==> config.mk <==
export PLATFORM = sky130hd
export DESIGN_NAME = npr_cell
export DESIGN_NICKNAME = d
export VERILOG_FILES = /design/src/sv/npr_pkg.sv /design/src/sv/npr_cell.sv
export SDC_FILE = /design/constraint.sdc
export NUM_CORES = 1
export LEC_CHECK = 0
export BUFFER_PORTS_ARGS = -buffer_cell sky130_fd_sc_hd__buf_2
export CORE_MARGIN = 3
export CORE_UTILIZATION = 45
export DETAILED_ROUTE_END_ITERATION = 7
export GPL_ROUTABILITY_DRIVEN = 1
export HOLD_SLACK_MARGIN = 0.06
export MAX_ROUTING_LAYER = met4
export PLACE_DENSITY_LB_ADDON = 0.1
export SYNTH_ARGS = -nofsm -noshare
export SYNTH_HDL_FRONTEND = slang
export SYNTH_SLANG_ARGS = --single-unit
==> constraint.sdc <==
create_clock -name clk -period 2.55 [get_ports clk]
set_clock_uncertainty 0.15 [all_clocks]
set_input_delay 0.1275 -clock clk [delete_from_list [all_inputs] [get_ports clk]]
set_output_delay 0.1275 -clock clk [all_outputs]
set_load 0.05 [all_outputs]
==> src/sv/npr_pkg.sv <==
// Package with shared constants, control types and state codes of the nearest point ranker.
`default_nettype none
package npr_pkg;

  localparam int ROBOTS_PER_TEAM_DEF = 16;
  localparam int COORD_BITS_DEF      = 16;
  localparam int RANK_MAX            = 16;
  localparam int IDX_W               = 4;
  localparam int OUT_DIST_W          = 33;

  localparam logic MODE_LOAD  = 1'b0;
  localparam logic MODE_QUERY = 1'b1;

  typedef enum logic [1:0] {
    ST_IDLE,
    ST_SCAN,
    ST_DRAIN
  } state_t;

  typedef struct packed {
    logic clear;
    logic insert;
    logic shift;
  } cell_ctl_t;

endpackage
`default_nettype wire

==> src/sv/npr_cell.sv <==
// Systolic insertion sorter cell: on insert keeps the smaller entry and passes the larger on.
`default_nettype none
module npr_cell #(
  parameter int DW1 = 34
) (
  input  wire logic                      clk,
  input  wire npr_pkg::cell_ctl_t        ctl,
  input  wire logic [DW1-1:0]            in_dist,
  input  wire logic [npr_pkg::IDX_W-1:0] in_idx,
  input  wire logic [DW1-1:0]            right_dist,
  input  wire logic [npr_pkg::IDX_W-1:0] right_idx,
  output logic      [DW1-1:0]            held_dist,
  output logic      [npr_pkg::IDX_W-1:0] held_idx,
  output logic      [DW1-1:0]            pass_dist,
  output logic      [npr_pkg::IDX_W-1:0] pass_idx
);
  import npr_pkg::*;

  localparam logic [DW1-1:0] SENT = {1'b1, {(DW1-1){1'b0}}};

  logic [DW1-1:0]   held_dist_r, held_dist_nxt, pass_dist_r, pass_dist_nxt;
  logic [IDX_W-1:0] held_idx_r, held_idx_nxt, pass_idx_r, pass_idx_nxt;

  always_comb begin
    held_dist_nxt = held_dist_r;
    held_idx_nxt  = held_idx_r;
    pass_dist_nxt = pass_dist_r;
    pass_idx_nxt  = pass_idx_r;
    if (ctl.clear) begin
      held_dist_nxt = SENT;
      held_idx_nxt  = '0;
      pass_dist_nxt = SENT;
      pass_idx_nxt  = '0;
    end else if (ctl.insert) begin
      // On equal distance the lower slot stays ahead.
      if ((in_dist < held_dist_r) ||
          ((in_dist == held_dist_r) && (in_idx < held_idx_r))) begin
        held_dist_nxt = in_dist;
        held_idx_nxt  = in_idx;
        pass_dist_nxt = held_dist_r;
        pass_idx_nxt  = held_idx_r;
      end else begin
        pass_dist_nxt = in_dist;
        pass_idx_nxt  = in_idx;
      end
    end else if (ctl.shift) begin
      held_dist_nxt = right_dist;
      held_idx_nxt  = right_idx;
    end
  end

  always_ff @(posedge clk) begin
    held_dist_r <= held_dist_nxt;
    held_idx_r  <= held_idx_nxt;
    pass_dist_r <= pass_dist_nxt;
    pass_idx_r  <= pass_idx_nxt;
  end

  assign held_dist = held_dist_r;
  assign held_idx  = held_idx_r;
  assign pass_dist = pass_dist_r;
  assign pass_idx  = pass_idx_r;

endmodule
`default_nettype wire

## Word-level counts from Yosys, hierarchy flattened

Index checks and enable logic that the tools add are counted.
Widths: inputs -> output; s select.

| word-level totals | value |
|---|---|
| logic and storage cells | 20 |
| input bits | 80 |
| register bits after elaboration | 76 |
| output and inout bits | 76 |

| cells by class | value |
|---|---|
| reduce and logical (&&, ||, !) cells | 4 |
| $lt $le $gt $ge | 2 |
| multiplexer cells | 8 |
| eq/ne operators | 2 |

Operator list:

| kind | number |
|---|---|
| $mux 34 | 4 |
| $eq 34x34->1 | 1 |
| $lt 34x34->1 | 1 |
| $mux 4 | 4 |
| $lt 4x4->1 | 1 |
| $ne 2x1->1 const B | 1 |
| $reduce_and 2->1 | 1 |
| $reduce_bool 2->1 | 1 |
| $logic_and 1x1->1 | 1 |
| $logic_or 1x1->1 | 1 |

## Logic depth before layout (Yosys ltp)

| logic depth | value |
|---|---|
| depth in word-level cells | 5 |
| mapped depth | 11 |
| gate-level depth less buffers | 9 |

## Worst setup path after synthesis

No wires, ideal clock.

| timing path | value |
|---|---|
| path kind | flip-flop to flip-flop |
| from | register held_dist_r[32], in the netlist held_dist[32] |
| to | register pass_idx_r[0], in the netlist pass_idx[0] |
| stages on the path, launching flop included | 12 |
| slack | -435 ps |
| arrival time | 2697 ps |
| period minus slack after synthesis | 2985 ps |
| cells stage by stage | dfxtp_1 -> inv_1 -> ha_1 -> nand4_1 -> nor4_2 -> nand3_1 -> a2111o_1 -> o21ai_2 -> buf_6 -> buf_6 -> mux2i_1 -> a211oi_1 |

| on the way | value |
|---|---|
| longest elaborated chain between the ends | 4 |
| elaborated cells between the ends (all ways) | 5 |
| classes of those cells | order compare (1); eq/ne (1); mux (1); reduce/logical (2) |

Ends and longest elaborated chain:

| what | line | text |
|---|---|---|
| start, declared | npr_cell.sv:21 | `logic [DW1-1:0] held_dist_r, held_dist_nxt, pass_dist_r, pass_dist_nxt;` |
| start signal, assigned | npr_cell.sv:53 | `held_dist_r <= held_dist_nxt;` |
| branches (longest 2 deep; another with $lt 34x34->1) | n/a |  |
| $logic_or 1x1->1 * | npr_cell.sv:36 | `if ((in_dist < held_dist_r) \|\|` |
| $mux 4 * | npr_cell.sv:36 |  |
| end signal, assigned | npr_cell.sv:56 | `pass_idx_r <= pass_idx_nxt;` |
| end, declared | npr_cell.sv:22 | `logic [IDX_W-1:0] held_idx_r, held_idx_nxt, pass_idx_r, pass_idx_nxt;` |

Every way passes the cells marked *.
A chain may end at the register's enable or synchronous reset.

## Worst setup path in the final report

| timing path | value |
|---|---|
| from | register held_dist_r[30], in the netlist held_dist[30] |
| to | register held_idx_r[1], in the netlist held_idx[1] |

| on the way | value |
|---|---|
| longest elaborated chain between the ends | 5 |
| elaborated cells between the ends (all ways) | 6 |
| classes of those cells | order compare (1); eq/ne (2); reduce/logical (3) |

Ends and longest elaborated chain:

| what | line | text |
|---|---|---|
| branches (longest 2 deep; another with $lt 34x34->1) | n/a |  |
| $logic_or 1x1->1 * | npr_cell.sv:36 |  |
| $ne 2x1->1 (no source line) * | n/a |  |
| $reduce_and 2->1 (no source line) * | n/a |  |
| end signal, assigned | npr_cell.sv:54 | `held_idx_r <= held_idx_nxt;` |
| end, declared | npr_cell.sv:22 |  |

Marked as above.

==> out/metrics.cfg <==
[final_layout]
layout.nets=891
antenna_cells=0
final_layout_size_suffix_gt1_share_pct=40.56
nFillCells=697
final_area_mm2=0.007398
syn_to_final_growth_pct=60.90

[logic_synthesis]
yosys.cell_types.count=30
yosysMostFrequentCell=a211oi_1
synth-main-ff-cell=dfxtp_1
async_reset_ff_share_pct=0
synth_area_leader_cell=dfxtp_1
synth_common_cells=112 x a211oi_1, 76 x dfxtp_1, 76 x mux2i_1, 74 x nor2_1, 41 x inv_1
synth.net_count=638
yosysTopAreaCellShare_pct=33.09
syn_avg_cell_area_um2=8.826
synth_warnings=0
synth_area_mm2=0.004598
yosys_register_bits=76
yosysSeqAreaShare_pct=33.09
netlist_instances=521
synth_area_leaders=dfxtp_1 33%, a211oi_1 18%, mux2i_1 17%
synth-edff-count=0

[sta]
hold_viol_final=0
rsz0062_at_grt=true
drv_slew=0
setup_ws_ps=-306.7
slew_headroom_pct=45.97
fin_crit_sh_pct=112.0
setup_viol=76
worstMarginPinSlew_ps=810.5
whs_ps=198.8
fin_crit_ps=2857
max_freq_ghz=0.3501
setup-tns-final_ps=-16650

[power]
p_per_area_mw_per_mm2=591.7
pwr-share-seq_pct=31.8
switchingPower_uw=1705
p_clk_share_pct=19.5
power_frac_comb_pct=48.7
swShare_pct=38.94
vdd_ir_drop_max_mv=0.3267
internal_power_uw=2673
leakage_uw=0.003387

[routing]
wl_um=15150
ant_nets=0
drt_pass1_iterations=4
num_vias=4961
drtIter0Drc=290
drc=0
via_per_inst=5.440
wl_per_cell_um=16.61

[floorplanning]
die_y_um=107.1
die-area_mm2=0.01147
start_util_pct=46.61
fp.coreArea_mm2=0.009864
io_pins=156
placementRows=36
dieWidth_um=107.1

[critical_path]
crit_path_start_kind=register
worstPathRequired_ps=2610
critical_path_peak_fanout=8
setup.worst_path.class=reg2reg
worstSetupEndpointType=register
worstPathArrival_ps=2910

[clocking]
cts_root_buf=clkbuf_8
worstSkewPairLatency_ps=360
ctsLongestPathBuffers=2
clk_pin_slew_worst_paths_ps=80
cts_buffers=9
cts.sinks=76
h-tree-depth=3
cts_tree=built

[placed_design]
dpl_cell_area_mm2=0.005891
portBuffers=155
place_ws_ps=-262.9
gp_congestion=0.7818
hpwl_um=8977

[run_status]
violations=setup timing
status=complete, but fails checks

[grt]
grt_overflow=0
grt_pass1_wl_um=22180
first_global_vias=4671
antenna_found_initial=0
grt_use_total_pct=24.53
grt_max_degree=76

[min_path]
min_path_type=in2reg

[flow_run]
drv_cap=0

==> critical path: stages (launching register included) <==
cell and delay [ps]:
dfxtp_4 380, inv_4 40, ha_4 250, nand4_1 220, nor4_4 350, nand3_1 120, a2111o_1 400, o21ai_4 110
buf_12 190, clkbuf_16 160, mux2i_4 230, a211oi_2 90
==> metrics by stage <==
stage,instances,power [uW],util [%]
final,912,4378,75.00
after global routing,912,4587,75.00
after CTS,895,4017,69.80
after detailed placement,799,3050,59.72
after global placement,799,3018,59.72
after floorplan,521,2619,-
==> layout make-up <==
type / count / area, um2 / share of cell area (%)
clock buffer: 14 / 162.7 / 2.199
clock inverter: 2 / 8.758 / 0.1184
inverter: 41 / 171.4 / 2.317
multi-input combinational: 362 / 3068 / 41.47
sequential: 76 / 1618 / 21.87
tap: 133 / 166.4 / 2.249
timing repair buffer: 284 / 2203 / 29.78
==> cells by family after synthesis <==
family	after synthesis	share of synthesized area, %
AOI/OAI and AO/OA	141	22.29
and+or+nand+nor	108	10.18
buffers and inverters	83	7.837
muxes	76	16.54
DFF	76	33.09
adders and majority gates	37	10.07
==> per-layer routing <==
| layer | up-vias | global-route usage (%) | routed length [um] |
|---|---|---|---|
| met1 | 2372 | 29.71 | 6555 |
| met4 | 0 | 9.315 | 354 |
| met2 | 143 | 41.33 | 7585 |
| li1 | 2419 | - | - |
| met5 | - | - | 0 |
| met3 | 27 | 3.552 | 652 |
==> placed cells by master, fill, tap and decap left out, types with 10 or more instances in the layout <==
cell	count
inv_1	26
a21oi_1	13
nor2_1	74
a211oi_1	99
dfxtp_2	14
dlygate4sd3_1	76
ha_4	12
buf_4	31
dfxtp_4	21
a211oi_2	13
mux2i_1	63
mux2i_2	10
clkbuf_8	11
ha_1	25
buf_2	154
dfxtp_1	41
nand2_1	10
==> state kept, by name, indices dropped and copies added (netlist names) <==
signal	flops
pass_dist	34
held_idx	4
held_dist	34
pass_idx	4
==> path summary, 6_finish.rpt <==
check,startpoint,end,slack (ps),cells past startpoint
worst min register to register,pass_dist[2],pass_dist[2],340,2
worst max-delay path,held_dist[30],held_idx[1],-310,11
worst max register to register,held_dist[30],held_idx[1],-310,11
worst min-delay path,ctl[1],pass_dist[21],200,3
==> repair_timing <==
action	4_1_cts	5_1_grt
resized for setup	4	48
hold buffers	76	0
endpoints found under the setup margin	76	76
gates cloned	0	12
pin swaps	1	55
setup buffers	4	5
hold endpoints to repair	76	0
==> power by group through the flow <==
stage	clock [uW]	sequential, uW	combinational, uW
finish	855	1390	2130
global route	919	1410	2260
detailed placement	0	1420	1630
global placement	0	1410	1610
floorplan	0	1830	793
CTS	869	1390	1760
Power figures use the tool's default switching activity.
