--- src/sv/npr_pkg.sv ---
// Package with shared constants, control types and state codes of the nearest point ranker.
`default_nettype none
package npr_pkg;

  localparam int ROBOTS_PER_TEAM_DEF = 16;
  localparam int COORD_BITS_DEF      = 16;
  localparam int RANK_MAX            = 16;
  localparam int IDX_W               = 4;
  localparam int OUT_DIST_W          = 33;

  localparam logic MODE_LOAD  = 1'b0;
  localparam logic MODE_QUERY = 1'b1;

  typedef enum logic [1:0] {
    ST_IDLE,
    ST_SCAN,
    ST_DRAIN
  } state_t;

  typedef struct packed {
    logic clear;
    logic insert;
    logic shift;
  } cell_ctl_t;

endpackage
`default_nettype wire

--- src/sv/npr_dist.sv ---
// Pipelined squared distance unit that feeds the head of the sorting chain.
`default_nettype none
module npr_dist #(
  parameter int CB = 16
) (
  input  wire logic                     clk,
  input  wire logic                     rst_n,
  input  wire logic                     issue_qual,
  input  wire logic [npr_pkg::IDX_W-1:0] issue_idx,
  input  wire logic [CB-1:0]            pos_x,
  input  wire logic [CB-1:0]            pos_y,
  input  wire logic [CB-1:0]            pt_x,
  input  wire logic [CB-1:0]            pt_y,
  output logic      [2*CB+1:0]          feed_dist,
  output logic      [npr_pkg::IDX_W-1:0] feed_idx
);
  import npr_pkg::*;

  localparam int DW = 2 * CB + 1;

  logic            qual_a_r, qual_b_r, qual_c_r, qual_d_r;
  logic [IDX_W-1:0] idx_a_r, idx_b_r, idx_c_r, idx_d_r;
  logic [CB-1:0]   adx_r, ady_r;
  logic [2*CB-1:0] sqx_r, sqy_r;
  logic [DW-1:0]   sum_r;
  logic [CB:0]     dx, dy;
  logic [CB-1:0]   adx_nxt, ady_nxt;
  logic [2*CB-1:0] sqx_nxt, sqy_nxt;
  logic [DW-1:0]   sum_nxt;

  always_comb begin
    dx      = {pos_x[CB-1], pos_x} - {pt_x[CB-1], pt_x};
    dy      = {pos_y[CB-1], pos_y} - {pt_y[CB-1], pt_y};
    adx_nxt = dx[CB] ? CB'(-dx) : dx[CB-1:0];
    ady_nxt = dy[CB] ? CB'(-dy) : dy[CB-1:0];
    sqx_nxt = (2*CB)'(adx_r) * (2*CB)'(adx_r);
    sqy_nxt = (2*CB)'(ady_r) * (2*CB)'(ady_r);
    sum_nxt = DW'(sqx_r) + DW'(sqy_r);
  end

  always_ff @(posedge clk) begin
    if (!rst_n) begin
      qual_a_r <= 1'b0;
      qual_b_r <= 1'b0;
      qual_c_r <= 1'b0;
      qual_d_r <= 1'b0;
    end else begin
      qual_a_r <= issue_qual;
      qual_b_r <= qual_a_r;
      qual_c_r <= qual_b_r;
      qual_d_r <= qual_c_r;
    end
    idx_a_r <= issue_idx;
    idx_b_r <= idx_a_r;
    idx_c_r <= idx_b_r;
    idx_d_r <= idx_c_r;
    adx_r   <= adx_nxt;
    ady_r   <= ady_nxt;
    sqx_r   <= sqx_nxt;
    sqy_r   <= sqy_nxt;
    sum_r   <= sum_nxt;
  end

  // A slot that does not qualify enters the chain as the empty marker.
  assign feed_dist = qual_d_r ? {1'b0, sum_r} : {1'b1, {DW{1'b0}}};
  assign feed_idx  = idx_d_r;

endmodule
`default_nettype wire

--- config.mk ---
export PLATFORM = sky130hd
export DESIGN_NAME = npr_dist
export DESIGN_NICKNAME = d
export VERILOG_FILES = /design/src/sv/npr_pkg.sv /design/src/sv/npr_dist.sv
export SDC_FILE = /design/constraint.sdc
export NUM_CORES = 1
export LEC_CHECK = 0
export ABC_AREA = 1
export BUFFER_PORTS_ARGS = -buffer_cell sky130_fd_sc_hd__buf_2
export CORE_AREA = 2 2 194 196
export DETAILED_ROUTE_END_ITERATION = 10
export DIE_AREA = 0 0 196 198
export GPL_TIMING_DRIVEN = 1
export PLACE_DENSITY = 0.8
export RECOVER_POWER = 100
export SETUP_SLACK_MARGIN = 0.4
export SYNTH_ARGS = -nofsm -noshare
export SYNTH_HDL_FRONTEND = slang
export SYNTH_SLANG_ARGS = --single-unit
--- constraint.sdc ---
create_clock -name clk -period 17.32 [get_ports clk]
set_input_delay 2.598 -clock clk [delete_from_list [all_inputs] [get_ports clk]]
set_output_delay 2.598 -clock clk [all_outputs]
set_load 0.05 [all_outputs]
* Word-level counts from Yosys, hierarchy flattened
Cells that the tools add are included.
** Operators by class
- Multipliers :: 2
- Add/sub/neg operators :: 5
- Multiplexer cells :: 3
** Operators with widths (count)
- multiplier 16 x 16 -> 32 bit :: 2
- 2-to-1 mux 34 bit :: 1
- subtractor 16 x 16 -> 17 bit :: 2
- adder 32 x 32 -> 33 bit :: 1
- 2-to-1 mux 16 bit :: 2
- negation 16 bit :: 2
** Storage, ports and cells
- Word-level logic and storage cells :: 23
- Flip-flop bits (word level) :: 149
- Input bits :: 71
- Output and inout bits :: 38

* Longest topological paths before layout
- Depth after elaboration :: 3
- Depth in mapped cells :: 28
- Mapped depth without buffers :: 26

* Worst setup path after synthesis
Ideal clock, no wire load.
- Path kind :: reg-to-reg
- Start :: reg ady_r[11]
- End :: reg sqy_r[29]
- Path buffers :: 2
- Required time :: 17.208 ns
- Arrival :: 5.318 ns
- Slack :: 11.889 ns
- Clock period less this slack :: 5.431 ns
- Setup time :: 0.112 ns
- Cell stages (with the launch flop) :: 24
- Cells stage by stage :: dfxtp_1 > clkbuf_1 > clkbuf_1 > nand2_1 > fa_1 > fa_1 > inv_1 > fa_1 > fa_1 > fa_1 > inv_1 > fa_1 > inv_1 > ha_1 > a21o_1 > a31oi_1 > nand2_1 > nand2_1 > nand3_1 > a21o_1 > nand2_1 > nand2_1 > nand2_1 > nand2_1
** On the way
- Longest elaborated chain between the ends :: 1
** Ends and longest elaborated chain
- start, declared :: line npr_dist.sv:23 : logic [CB-1:0] adx_r, ady_r;
- start signal, assigned :: line npr_dist.sv:58 : ady_r <= ady_nxt;
- multiplier 16 x 16 -> 32 bit :: line npr_dist.sv:37 : sqy_nxt = (2*CB)'(ady_r) * (2*CB)'(ady_r);
- net sqy_nxt[29] :: line npr_dist.sv:28 : logic [2*CB-1:0] sqx_nxt, sqy_nxt;
- end signal, assigned :: line npr_dist.sv:60 : sqy_r <= sqy_nxt;
- end, declared :: line npr_dist.sv:24 : logic [2*CB-1:0] sqx_r, sqy_r;
The timed path passes the listed nets, and every way through them passes these cells.
A chain may end at the register's enable or synchronous reset.

* Final worst setup path
- Start :: reg ady_r[8]
- End :: reg sqy_r[24]
The elaborated chain is that of the path after synthesis.

==> flow_results.org <==
** Place
- The HPWL after detailed placement is 43150 um.
- Buffers added on ports :: 108
- The congestion estimate from routability-driven global placement came to 0.9280.
- In this run, placement finished with an instance count of 3466.

** Clock network
- Root buffer cell :: clkbuf_16
- CTS Buf Count :: 17
- Clock-pin slew was measured on the worst setup and hold paths at 60 ps.
- In this run, post-CTS hold repair placed 0 buffers.
- Post-CTS repair changed the size of 0 cells.
- In this run the number of H-tree levels came out at 4.
- TritonCTS built the clock tree.
- Setup fix buffers added after clock tree synthesis :: 0
- For this design, the sink count on the clock tree is 147.
- Clock latency reported for the late side of the worst-skew pair :: 450 ps
- Counting along the longest clock path gives a buffer depth of 2.

** Global route
- The first global-routing pass estimated 86810 um of wire.
- Entering global routing, the biggest net connects 35 pins.
- Number of global-route vias before repair :: 18.96k
- Summed over all layers, the global routing overflow is 0.
- Initial antenna violation count :: 0
- For this run, the total global-route usage over all layers was measured as 27.65%.

** Floorplanning
- Die Span X :: 196 um
- Height of the die :: 198 um
- For this design the top-level I/O count stands at 109.
- Placement row count :: 71
- For this configuration, the core starts out at a cell density of 60.89%.
- Area of the core :: 0.03696 mm2
- Total die area :: 0.03881 mm2

** Critical path
- The worst setup path is of the reg -> reg kind.
- Required time worst endpoint :: 17670 ps
- Biggest fanout along the worst timing path :: 17
- Kind of end point of the critical path :: register
- The worst setup path is launched from a register.
- Data arrives at the worst endpoint at 6500 ps.

** Synthesis
- Ys Warns :: 0
- Proportion of synthesized chip area in sequential cells :: 13.08%
- In the post-synthesis netlist, the biggest area contributors are fa_1 (29%), ha_1 (15%), inv_1 (14%).
- The synthesized design spends more area on one cell type than any other, namely fa_1.
- Synthesis inferred 147 register bits.
- Counting distinct cell types in the post-synthesis netlist gives 42.
- Summed over its instances, the top area cell type makes up 29.00% of the synthesized netlist area.
- Post-Syn Area per Cell :: 7.628 um2
- Prevailing post-synth register cell :: dfxtp_1
- Synthesis produced a netlist with a net count of 3612.
- Synth Instances :: 2950
- Count of flip-flops with a built-in enable after synthesis :: 0
- Counting flops with an async set or reset pin after synthesis yields a share of 0%.
- The cell area that synthesis handed to floorplanning was 0.02250 mm2.

** Timing
- Worst clock skew :: 11.57 ps
- Setup repair after global routing left no endpoint under its margin.
- Final worst hold slack :: 327.0 ps
- Number of failing hold endpoints at the final stage :: 0
- Number of pins exceeding their max-slew limit in the final report :: 35
- Number of endpoints failing setup at the final stage :: 0
- Static timing analysis puts the maximum clock frequency at 162.6 MHz.
- Headroom to the max-slew limit came out at -3.788%.
- Share of the cycle needed by the critical path after routing :: 35.51%
- For the pin with the worst max-slew slack, the measured transition is 1557 ps.
- Final Critical Period :: 6150 ps
- Setup total negative slack on the finished layout was measured at 0 ps.

** Outcome
- The run finished, with violations left.
- Violated checks :: max-capacitance violations, max-slew violations

** Final layout
- Final non-filler cell total :: 3498
- Fraction of layout cells with a size suffix above 1 :: 4.530%
- For this run, the share of the core covered by cells in the final layout is 64.64%.
- Net count of the finished layout :: 3673
- Count of antenna diodes in the layout :: 0
- The area growth from synthesis to layout is 6.155%.

** Routing
- Dividing the detail-routed wire length by the instance count gives 14.36 um.
- Via count :: 18.01k
- Via count normalized by instance count :: 5.149
- Once detail routing completed, the nets flagged for antenna violations numbered 0.
- Total iterations of the first detailed-routing run :: 6
- Number of remaining DRC errors :: 0
- For this block, the initial DRC count from the detailed router was 1054.
- After detailed routing, the total wire length is 50240 um.

** Flow run
- Max-cap violations :: 1

** Hold path
- Type of the most critical hold path :: reg -> reg
## cells by family after synthesis
family / share of synthesized area (%)
flip-flops: 13.08
XOR/XNOR: 4.787
adder cells (fa/ha/maj): 43.74
buffers and inverters: 14.96
AO/OA/AOI/OAI: 5.833
AND/OR/NAND/NOR: 17.60
## final cells by class
| class | instances | area (um2) |
|---|---|---|
| Clock buffer | 18 | 439.2 |
| Clock inverter | 14 | 160.2 |
| Fill cell | 3207 | 13070 |
| Inverter | 827 | 3104 |
| Multi-Input combinational cell | 1909 | 16150 |
| Sequential cell | 147 | 2943 |
| Tap cell | 474 | 593.1 |
| Timing Repair Buffer | 109 | 496.7 |
## through the flow
step	worst slack, ps	instance area, um2
floorplan	11890	22500
global placement	11490	23380
detailed placement	11460	23380
CTS	11450	23980
global route	10840	23890
finish	11170	23890
## state kept, by name, indices dropped and copies added, names as in the netlist
register	count
sum_r	33
feed_idx	4
idx_a_r	4
qual_a_r	1
qual_b_r	1
sqx_r	31
sqy_r	31
qual_d_r	1
qual_c_r	1
ady_r	16
idx_b_r	4
adx_r	16
idx_c_r	4
## synth_stat cells, drive strengths merged, types with 31 or more instances
cell type,instances
a21oi,112
clkbuf,65
dfxtp,147
fa,326
ha,265
inv,827
nand2,693
nand3,71
nor2,147
o21ai,49
xnor2,31
xor2,92
## final timing paths
check / depth (start not counted) / from / to / slack, ps
worst min-delay path: 0 / idx_a_r[2] / idx_b_r[2] / 330
worst min register to register: 0 / idx_a_r[2] / idx_b_r[2] / 330
worst max register to register: 22 / ady_r[8] / sqy_r[24] / 11170
worst max-delay path: 22 / ady_r[8] / sqy_r[24] / 11170
## critical path: stages, from the launching register on
cell and delay [ps]:
dfxtp_1 860, nand2_1 170, fa_1 610, inv_1 80, ha_1 180, o21bai_1 180, fa_1 560, inv_1 60
fa_1 530, inv_1 50, fa_1 470, inv_1 50, fa_1 480, inv_1 40, ha_1 360, nand2_1 120
nor2_1 120, inv_1 40, o21ai_0 440, a21boi_0 260, inv_1 110, a21oi_1 70, xnor2_1 210
## routing by layer
layer / GRT usage, % / routed length [um] / vias to the layer above
met5: 0 / 0 / -
met4: 9.961 / 1404 / 0
met3: 3.628 / 2722 / 91
met2: 48.75 / 24460 / 558
met1: 34.93 / 21650 / 8551
li1: - / - / 8812
## cell usage in the layout, fill, tap and decap left out, drive strengths merged
master,count
a211oi,3
a21boi,5
a21o,20
a21oi,112
a221oi,2
a31o,2
a31oi,14
and2,4
buf,70
bufinv,1
clkbuf,57
clkinv,4
clkinvlp,1
dfxtp,147
fa,326
ha,265
inv,835
nand2,693
nand3,71
nand3b,4
nand4,24
nor2,147
nor3,20
nor4,3
o211ai,3
o21a,3
o21ai,49
o21bai,8
o221a,1
o221ai,1
o31ai,3
or2,3
xnor2,31
xor2,92
Power is not shown: default switching activity piles up to over one toggle a cycle in this logic, so the estimate is an artifact.
