<file path="config.mk">
export PLATFORM = sky130hd
export DESIGN_NAME = npr_ram
export DESIGN_NICKNAME = d
export VERILOG_FILES = /design/src/sv/npr_ram.sv
export SDC_FILE = /design/constraint.sdc
export NUM_CORES = 1
export LEC_CHECK = 0
export ABC_AREA = 1
export BUFFER_PORTS_ARGS = -buffer_cell sky130_fd_sc_hd__buf_2
export CORE_MARGIN = 2
export CORE_UTILIZATION = 40
export CTS_BUF_LIST = sky130_fd_sc_hd__clkbuf_4 sky130_fd_sc_hd__clkbuf_8 sky130_fd_sc_hd__clkbuf_16
export CTS_CLUSTER_SIZE = 40
export DETAILED_ROUTE_END_ITERATION = 8
export GPL_ROUTABILITY_DRIVEN = 0
export PLACE_DENSITY = 0.54
export SKIP_CTS_REPAIR_TIMING = 1
export SLEW_MARGIN = 10
export SYNTH_ARGS = -nofsm -noshare
export SYNTH_HDL_FRONTEND = slang
export SYNTH_SLANG_ARGS = --single-unit
</file>
<file path="constraint.sdc">
create_clock -name clk -period 2.7 [get_ports clk]
set_clock_uncertainty 0.15 [all_clocks]
set_input_delay 0.27 -clock clk [delete_from_list [all_inputs] [get_ports clk]]
set_output_delay 0.27 -clock clk [all_outputs]
set_load 0.02 [all_outputs]
</file>
<file path="src/sv/npr_ram.sv">
// Generic single write port RAM with registered read.
`default_nettype none
module npr_ram #(
  parameter int WIDTH = 32,
  parameter int DEPTH = 32
) (
  input  wire logic                     clk,
  input  wire logic                     we,
  input  wire logic [$clog2(DEPTH)-1:0] waddr,
  input  wire logic [WIDTH-1:0]         wdata,
  input  wire logic [$clog2(DEPTH)-1:0] raddr,
  output logic      [WIDTH-1:0]         rdata
);

  logic [WIDTH-1:0] mem_r [0:DEPTH-1];

  always_ff @(posedge clk) begin
    if (we) begin
      mem_r[waddr] <= wdata;
    end
    rdata <= mem_r[raddr];
  end

endmodule
`default_nettype wire

</file>
Word level (Yosys, flattened, before mapping)
Memories as Yosys holds them, arrays and structs flattened. A register that Yosys moved wholly into a read port is not among the register bits.
Cells that the tools add are included.
{ "totals": {"ff_bits": 0, "mem_bits_rw": 1024, "output_inout_bits": 32, "elab_cells": 3, "mem_count": 1} }
{ "mem_list": {"columns": ["name", "depth", "width", "rd", "rd_ports_with_merged_regs", "wr", "line_no", "source"], "rows": [
  ["mem_r", 32, 32, 1, 1, 1, "15", "logic [WIDTH-1:0] mem_r [0:DEPTH-1];"]
]} }
{ "classes": {"n_mux": 2} }
{ "ops": {"columns": ["op", "n"], "rows": [
  ["2-to-1 mux 1 bit", 2]
]} }

Logic depth before layout (Yosys ltp)
Gate-level depths: netlist of the first run.
{ "logic_depth": {"ltp_word": 2, "ltp_mapped": 12, "depth_no_buf": 9} }

Least setup slack after synthesis of the first run
Ideal clock, no wire load.
{ "synth_timing": {"path_type": "in2reg", "start": "input waddr[0]", "end": "memory mem_r[8][0] (enable)", "t_arrival_ns": 1.925, "required_ns": 2.129, "slack_ns": 0.204, "cell_stages": 3, "path_buffers": 0, "cell_sequence": "inv_1 -> nand3_1 -> nor2_1"} }
{ "synth_rtl": {"columns": ["element", "line_no", "source"], "rows": [
  ["from (decl)", "9", "input wire logic [$clog2(DEPTH)-1:0] waddr,"],
  ["to (decl)", "15", null]
]} }
Straight into the memory's write port.

Final worst setup path of the first run
{ "layout_timing": {"start": "register rdata[17] (read register of mem_r)", "end": "output rdata[17]"} }
{ "layout_rtl": {"columns": ["element", "line_no", "source"], "rows": [
  ["from (decl)", "12", "output logic [WIDTH-1:0] rdata"]
]} }
No word-level cell between the ends.

==> results of run 1 <==
[worst register-to-register path: stages, from the launching register on]
cell,delay (ns)
edfxtp_1,0.37
nand2_1,0.08
nand3_1,0.07
nand3_1,0.12
nand2_1,0.13
nand2_1,0.19
nand2_1,0.08
nand2_1,0.05
nand2_1,0.06
[cells in the final DEF, fill, tap and decap left out]
cell type,n
nand2_1,1440
edfxtp_1,1024
nand3_1,780
clkbuf_16,110
buf_2,71
buf_4,51
buf_12,51
nor2_4,32
dfxtp_1,32
clkbuf_4,29
clkinv_2,22
clkinv_1,15
clkbuf_8,13
bufinv_16,9
dlygate4sd3_1,6
inv_1,5
inv_6,3
clkinvlp_4,3
inv_16,2
buf_8,2
diode_2,1
inv_8,1
inv_2,1
clkinv_8,1
buf_6,1
[layout make-up]
cell class | instances | area [sq um]
antenna | 1 | 2.50
timing repair buffer | 182 | 1860
multi-input combinational | 2252 | 9670
clock buffer | 152 | 3150
tap | 1391 | 1740
inverter | 10 | 67.6
sequential | 1056 | 31400
clock inverter | 52 | 508
fill | 9406 | 56900
[synthesized netlist by cell type, drive strengths merged]
cell type	count	share of area
clkbuf	24	0.0021
buf	194	0.034
nor2	32	0.0028
dfxtp	32	0.015
edfxtp	1024	0.73
inv	10	0.0011
nand3	780	0.092
nand2	1440	0.13
[state kept, by name, summed over array words and instances (netlist names)]
name,count
mem_r,1024
rdata,32
[stage by stage]
stage / area, sq um / total power [mW] / util / setup slack, ns / hold slack (ns)
after floorplan: 42400 / 19.9 / - / 0.204 / 0.219
after global placement: 44700 / 20.9 / 0.424 / 0.446 / 0.540
after detailed placement: 44700 / 20.9 / 0.424 / 0.412 / 0.542
after CTS: 48300 / 36.1 / 0.459 / 0.785 / -0.144
after global routing: 48400 / 36.9 / 0.460 / 0.801 / 0.00669
final: 48400 / 35.8 / 0.460 / 0.827 / -0.0159
[worst max-delay path by stage]
| stage | to | slack [ns] | cells past startpoint |
|---|---|---|---|
| after CTS | rdata[8] | 0.78 | 1 |
| final | rdata[17] | 0.83 | 1 |
| after global routing | rdata[17] | 0.80 | 1 |
| after floorplan | mem_r[8][0] | 0.20 | 3 |
| after global placement | rdata[24] | 0.45 | 9 |
| after detailed placement | rdata[24] | 0.41 | 9 |
[metal layers]
| layer | GRT usage | vias to the layer above |
|---|---|---|
| li1 | - | 12493 |
| met1 | 0.305 | 13398 |
| met2 | 0.359 | 802 |
| met3 | 0.0297 | 145 |
| met4 | 0.0579 | 0 |
| met5 | 0 | - |
[power groups by stage]
stage	clock network (mW)	logic [mW]	registers [mW]
detailed placement	0	2.26	18.7
finish	15.2	2.26	18.3
floorplan	0	1.25	18.7
global route	16.1	2.49	18.3
CTS	15.5	2.27	18.3
global placement	0	2.26	18.7
[cell families after synthesis]
kind of cell,after synthesis
and+or+nand+nor,2252
DFF,1056
buffers and inverters,228
==> metrics.md, run 1 <==
| Metric | Value |
|---|---|
| Synthesized area | `42400 sq um` |
| Post-synthesis sequential area ratio | `0.740` |
| Final Non-Filler Cells | `5096` |
| # DRC | `0` |
| Final net count | `3654` |
| Final hold violation count | `30` |
| Max_slew headroom | `0.292` |
| Status | `finished with violations` |
| Num CTS Buffers | `108` |
| Static leakage | `17.7 nW` |
| Initial core utilization | `0.403` |
| Reg power frac | `0.512` |
| Overflow after GRT | `0` |
| NetSw | `7.99 mW` |
| WL met1 | `51800 microns` |
| Sw frac | `0.223` |
| Crit-path cells | `buf_2` |
| TritonCTS Sinks | `1056` |
| Largest family of logic cells by synthesized area | `simple AND/OR/NAND/NOR gates` |
| Yosys warnings | `0` |
| Max Cap Viol | `0` |
| Max layer used | `met4` |
| Delay-heaviest family, CP | `flip-flops` |
| Hold path startpoint | `wdata[20]` |
| Critical path's largest stage delay | `0.53 ns` |
| Clk slew on worst S/H paths | `0.06 ns` |
| Crit path buf inv count | `1` |
| Level count of the clock H-tree | `3` |
| Simple-gate share of the synthesized area | `0.222` |
| Final wirelength | `118000 microns` |
| Crit path capture type | `output port` |
| Hold WC Path Type | `input pin to flop` |
| Hold_ws | `-0.0159 ns` |
| Synth Area in Adders | `0` |
| Clock share of power | `0.425` |
| Clock latency at the later pin of the worst-skew pair | `0.68 ns` |
| CP Class | `flop to output port` |
| Mux cell area share after synthesis | `0` |
| Via Count | `26838` |
| Fmax achieved | `534 MHz` |
| Max stage delay cell, worst path | `dfxtp_1` |
| CP startpoint kind | `flop` |
| DRT Pass-1 Iters | `9` |
| Vias in the first global route | `26017` |
| WP data required | `2.28 ns` |
| CTS tree | `yes` |
| Dpl cells | `4885` |
| Root Buffer | `clkbuf_16` |
| Top-Level Pins | `76` |
| CP Data Arrival Time | `1.45 ns` |
| Routed WL per cell | `23.2 microns` |
| DP HPWL | `64800 microns` |
| XOR/XNOR Fraction of Synth Area | `0` |
| RSZ-0062 raised after global routing | `no` |
| Initial antenna violation count | `1` |
| DRT antenna net count | `0` |
| Total track usage | `0.218` |
| Post-DR vias/cell | `5.27` |
| Crit path launch | `rdata[17]` |
| R2r setup slk | `1.28 ns` |
| Met2 WL post-DR | `57200 microns` |
| Post-Syn Instances | `3536` |
| CP Max Fanout | `1` |
| Final setup viols | `0` |
| Least-Margin Pin Slew | `1.06 ns` |
| Logic pwr share | `0.063` |
| Rows | `119` |
| Slew Viols, Final | `0` |
| Die Area | `109000 sq um` |
| Min cycle time layout | `1.87 ns` |
| Met3 wire length | `6820 microns` |
| Reg2reg path depth | `8` |
| Core Area | `105000 sq um` |
| Reg2reg start | `mem_r[13][27]` |
| First-pass GRT wire length | `175000 microns` |
| Hold Path Depth | `1` |
| Reg2reg end | `rdata[27]` |
| Syn_area_per_cell | `12.0 sq um` |
| Net count after synthesis | `3580` |
| Largest net degree at the start of global routing | `116` |
| Violated checks | `negative hold slack` |
| Cell variety after synth | `14` |
| Max clock buf depth | `3` |
| Cell internal pwr | `27.8 mW` |
| Worst IR drop on VDD | `0.523 mV` |
| Share of layout cells above drive strength 1 | `0.109` |
| I/O Buffers | `75` |
| #FFs+latches synth | `1056` |
| Synth-to-layout area growth | `14.1%` |
| Hold EP | `mem_r[8][20]` |
| Drt initial violations | `2677` |
| Period utilisation layout | `0.694` |
| P per Cell Area | `740 nW/um^2` |
| Synth Area in Compound Gates | `0` |
| Die W | `330 microns` |
| Total Neg Setup Slack | `0 ns` |
| Die height | `330 microns` |
No activity file was read; power rests on OpenSTA's default activity.
==> run 2: changes to the inputs <==
- clock period: 2.7 -> 2 ns (I/O delays scaled with it)
==> metrics.md, run 2 (synthesis results as in run 1) <==
| Metric | Value |
|---|---|
| CP Class | `flop to output port (unchanged)` |
| DP HPWL | `66900 microns (was 64800 microns)` |
| Rows | `119 (unchanged)` |
| P per Cell Area | `966 nW/um^2 (was 740 nW/um^2)` |
| Hold WC Path Type | `input pin to flop (unchanged)` |
| Reg2reg path depth | `9 (was 8)` |
| Synth-to-layout area growth | `17.9% (was 14.1%)` |
| Least-Margin Pin Slew | `0.709 ns (was 1.06 ns)` |
| Initial core utilization | `0.403 (unchanged)` |
| Core Area | `105000 sq um (unchanged)` |
| Violated checks | `negative hold slack (unchanged)` |
| WP data required | `1.65 ns (was 2.28 ns)` |
| Share of layout cells above drive strength 1 | `0.127 (was 0.109)` |
| Slew Viols, Final | `0 (unchanged)` |
| CP Max Fanout | `2 (was 1)` |
| Min cycle time layout | `1.78 ns` |
| Clock share of power | `0.421 (was 0.425)` |
| Reg2reg end | `rdata[23] (was rdata[27])` |
| Hold EP | `rdata[8] (was mem_r[8][20])` |
| Hold Path Depth | `8 (was 1)` |
| Max stage delay cell, worst path | `dfxtp_1 (unchanged)` |
| Crit-path cells | `buf_2 (unchanged)` |
| Level count of the clock H-tree | `3 (unchanged)` |
| CP startpoint kind | `flop (unchanged)` |
| Crit path buf inv count | `1 (unchanged)` |
| Reg power frac | `0.512 (about the same)` |
| # DRC | `0 (unchanged)` |
| DRT Pass-1 Iters | `6 (was 9)` |
| Routed WL per cell | `22.6 microns (was 23.2 microns)` |
| Crit path capture type | `output port (unchanged)` |
| Max clock buf depth | `3 (unchanged)` |
| Hold path startpoint | `raddr[1] (was wdata[20])` |
| CP Data Arrival Time | `1.43 ns (was 1.45 ns)` |
| Num CTS Buffers | `108 (unchanged)` |
| Worst IR drop on VDD | `0.831 mV (was 0.523 mV)` |
| Clk slew on worst S/H paths | `0.06 ns (about the same)` |
| Die W | `330 microns (unchanged)` |
| RSZ-0062 raised after global routing | `no (unchanged)` |
| Final wirelength | `117000 microns (was 118000 microns)` |
| Overflow after GRT | `0 (unchanged)` |
| Die height | `330 microns (unchanged)` |
| Final net count | `3765 (was 3654)` |
| DRT antenna net count | `0 (unchanged)` |
| Status | `finished with violations (unchanged)` |
| Static leakage | `18.4 nW (was 17.7 nW)` |
| Hold_ws | `-0.0446 ns (was -0.0159 ns)` |
| Largest registers | `mem_r x1024, rdata x32 (unchanged)` |
| NetSw | `10.8 mW (was 7.99 mW)` |
| Final hold violation count | `2 (was 30)` |
| Critical path's largest stage delay | `0.50 ns (was 0.53 ns)` |
| Logic pwr share | `0.067 (was 0.063)` |
| First-pass GRT wire length | `174000 microns (was 175000 microns)` |
| Root Buffer | `clkbuf_16 (unchanged)` |
| Drt initial violations | `2603 (was 2677)` |
| Die Area | `109000 sq um (unchanged)` |
| Commonest non-fill, non-tap cells in the layout | `nand2_1, edfxtp_1, nand3_1, clkbuf_16, buf_12 (was nand2_1, edfxtp_1, nand3_1, clkbuf_16, buf_2)` |
| Max reg flops | `1024 (unchanged)` |
| TritonCTS Sinks | `1056 (unchanged)` |
| Reg2reg start | `mem_r[7][23] (was mem_r[13][27])` |
| Top reg by flops | `mem_r (unchanged)` |
| Setup ws final | `0.216 ns (was 0.827 ns)` |
| Delay-heaviest family, CP | `flip-flops (unchanged)` |
| Pre-CTS setup slack | `0.108 ns (was 0.412 ns)` |
| I/O Buffers | `75 (unchanged)` |
| R2r setup slk | `0.26 ns (was 1.28 ns)` |
| Sw frac | `0.224 (was 0.223)` |
| Post-DR vias/cell | `5.23 (was 5.27)` |
| Max_slew headroom | `0.527 (was 0.292)` |
| Top-Level Pins | `76 (unchanged)` |
| CTS tree | `yes (unchanged)` |
| Most common cell after layout, fill and taps aside | `nand2_1 (unchanged)` |
| Cell internal pwr | `37.4 mW (was 27.8 mW)` |
| Vias in the first global route | `26282 (was 26017)` |
| Initial antenna violation count | `2 (was 1)` |
| Final setup viols | `0 (unchanged)` |
| Period utilisation layout | `0.892` |
| Clock latency at the later pin of the worst-skew pair | `0.70 ns (was 0.68 ns)` |
| Via Count | `27248 (was 26838)` |
| Fmax achieved | `561 MHz` |
| Max Cap Viol | `0 (unchanged)` |
| Largest net degree at the start of global routing | `79 (was 116)` |
| Total Neg Setup Slack | `0 ns (unchanged)` |
| Total track usage | `0.217 (was 0.218)` |
run 2: cell count changes in the layout (fill, tap and decap cells not counted), sizes merged:
cell,previous run,this run
buf,176,258
dlygate4sd3,6,35
clkbuf,152,149
clkinvlp,3,6
bufinv,9,7
clkinv,38,39
diode,1,2
inv,12,11
run 2: worst max path at each step:
stage                       from           to  cells after the start
finish                 rdata[22]    rdata[22]                      1
global route        mem_r[5][23]    rdata[23]                      9
CTS                    rdata[22]    rdata[22]                      1
detailed placement      raddr[0]    rdata[24]                     12
global placement        raddr[0]    rdata[24]                     12
floorplan               waddr[0]  mem_r[0][0]                      3
run 2: through the flow:
step | util | power, mW | instance area, sq um | cells
detailed placement | 0.437 | 28.4 | 46000 | 4967
global route | 0.475 | 49.8 | 50000 | 5204
finish | 0.475 | 48.3 | 50000 | 5206
floorplan | - | 26.9 | 42400 | 3536
CTS | 0.472 | 48.6 | 49600 | 5169
global placement | 0.437 | 28.3 | 46000 | 4967
run 2: power by group through the flow:
stage,Combinational (mW),Sequential [mW],Clock [mW]
floorplan,1.69,25.2,0
global placement,3.16,25.2,0
detailed placement,3.17,25.2,0
CTS,3.18,24.7,20.7
global route,3.55,24.7,21.5
finish,3.22,24.7,20.3
run 2: area by class of cell:
cell class / count / area (sq um)
fill: 9271 / 55300
timing repair buffer: 293 / 3490
clock inverter: 53 / 515
antenna: 2 / 5.00
clock buffer: 149 / 3120
inverter: 10 / 67.6
tap: 1391 / 1740
multi-input combinational: 2252 / 9670
sequential: 1056 / 31400
run 2: metal layers:
| layer | track usage | vias to the layer above | wire, microns |
|---|---|---|---|
| met2 | 0.351 | 797 | 55300 |
| met4 | 0.0677 | 2 | 3090 |
| met5 | 0 | - | 12 |
| li1 | - | 12729 | - |
| met1 | 0.304 | 13519 | 52700 |
| met3 | 0.0294 | 201 | 6380 |
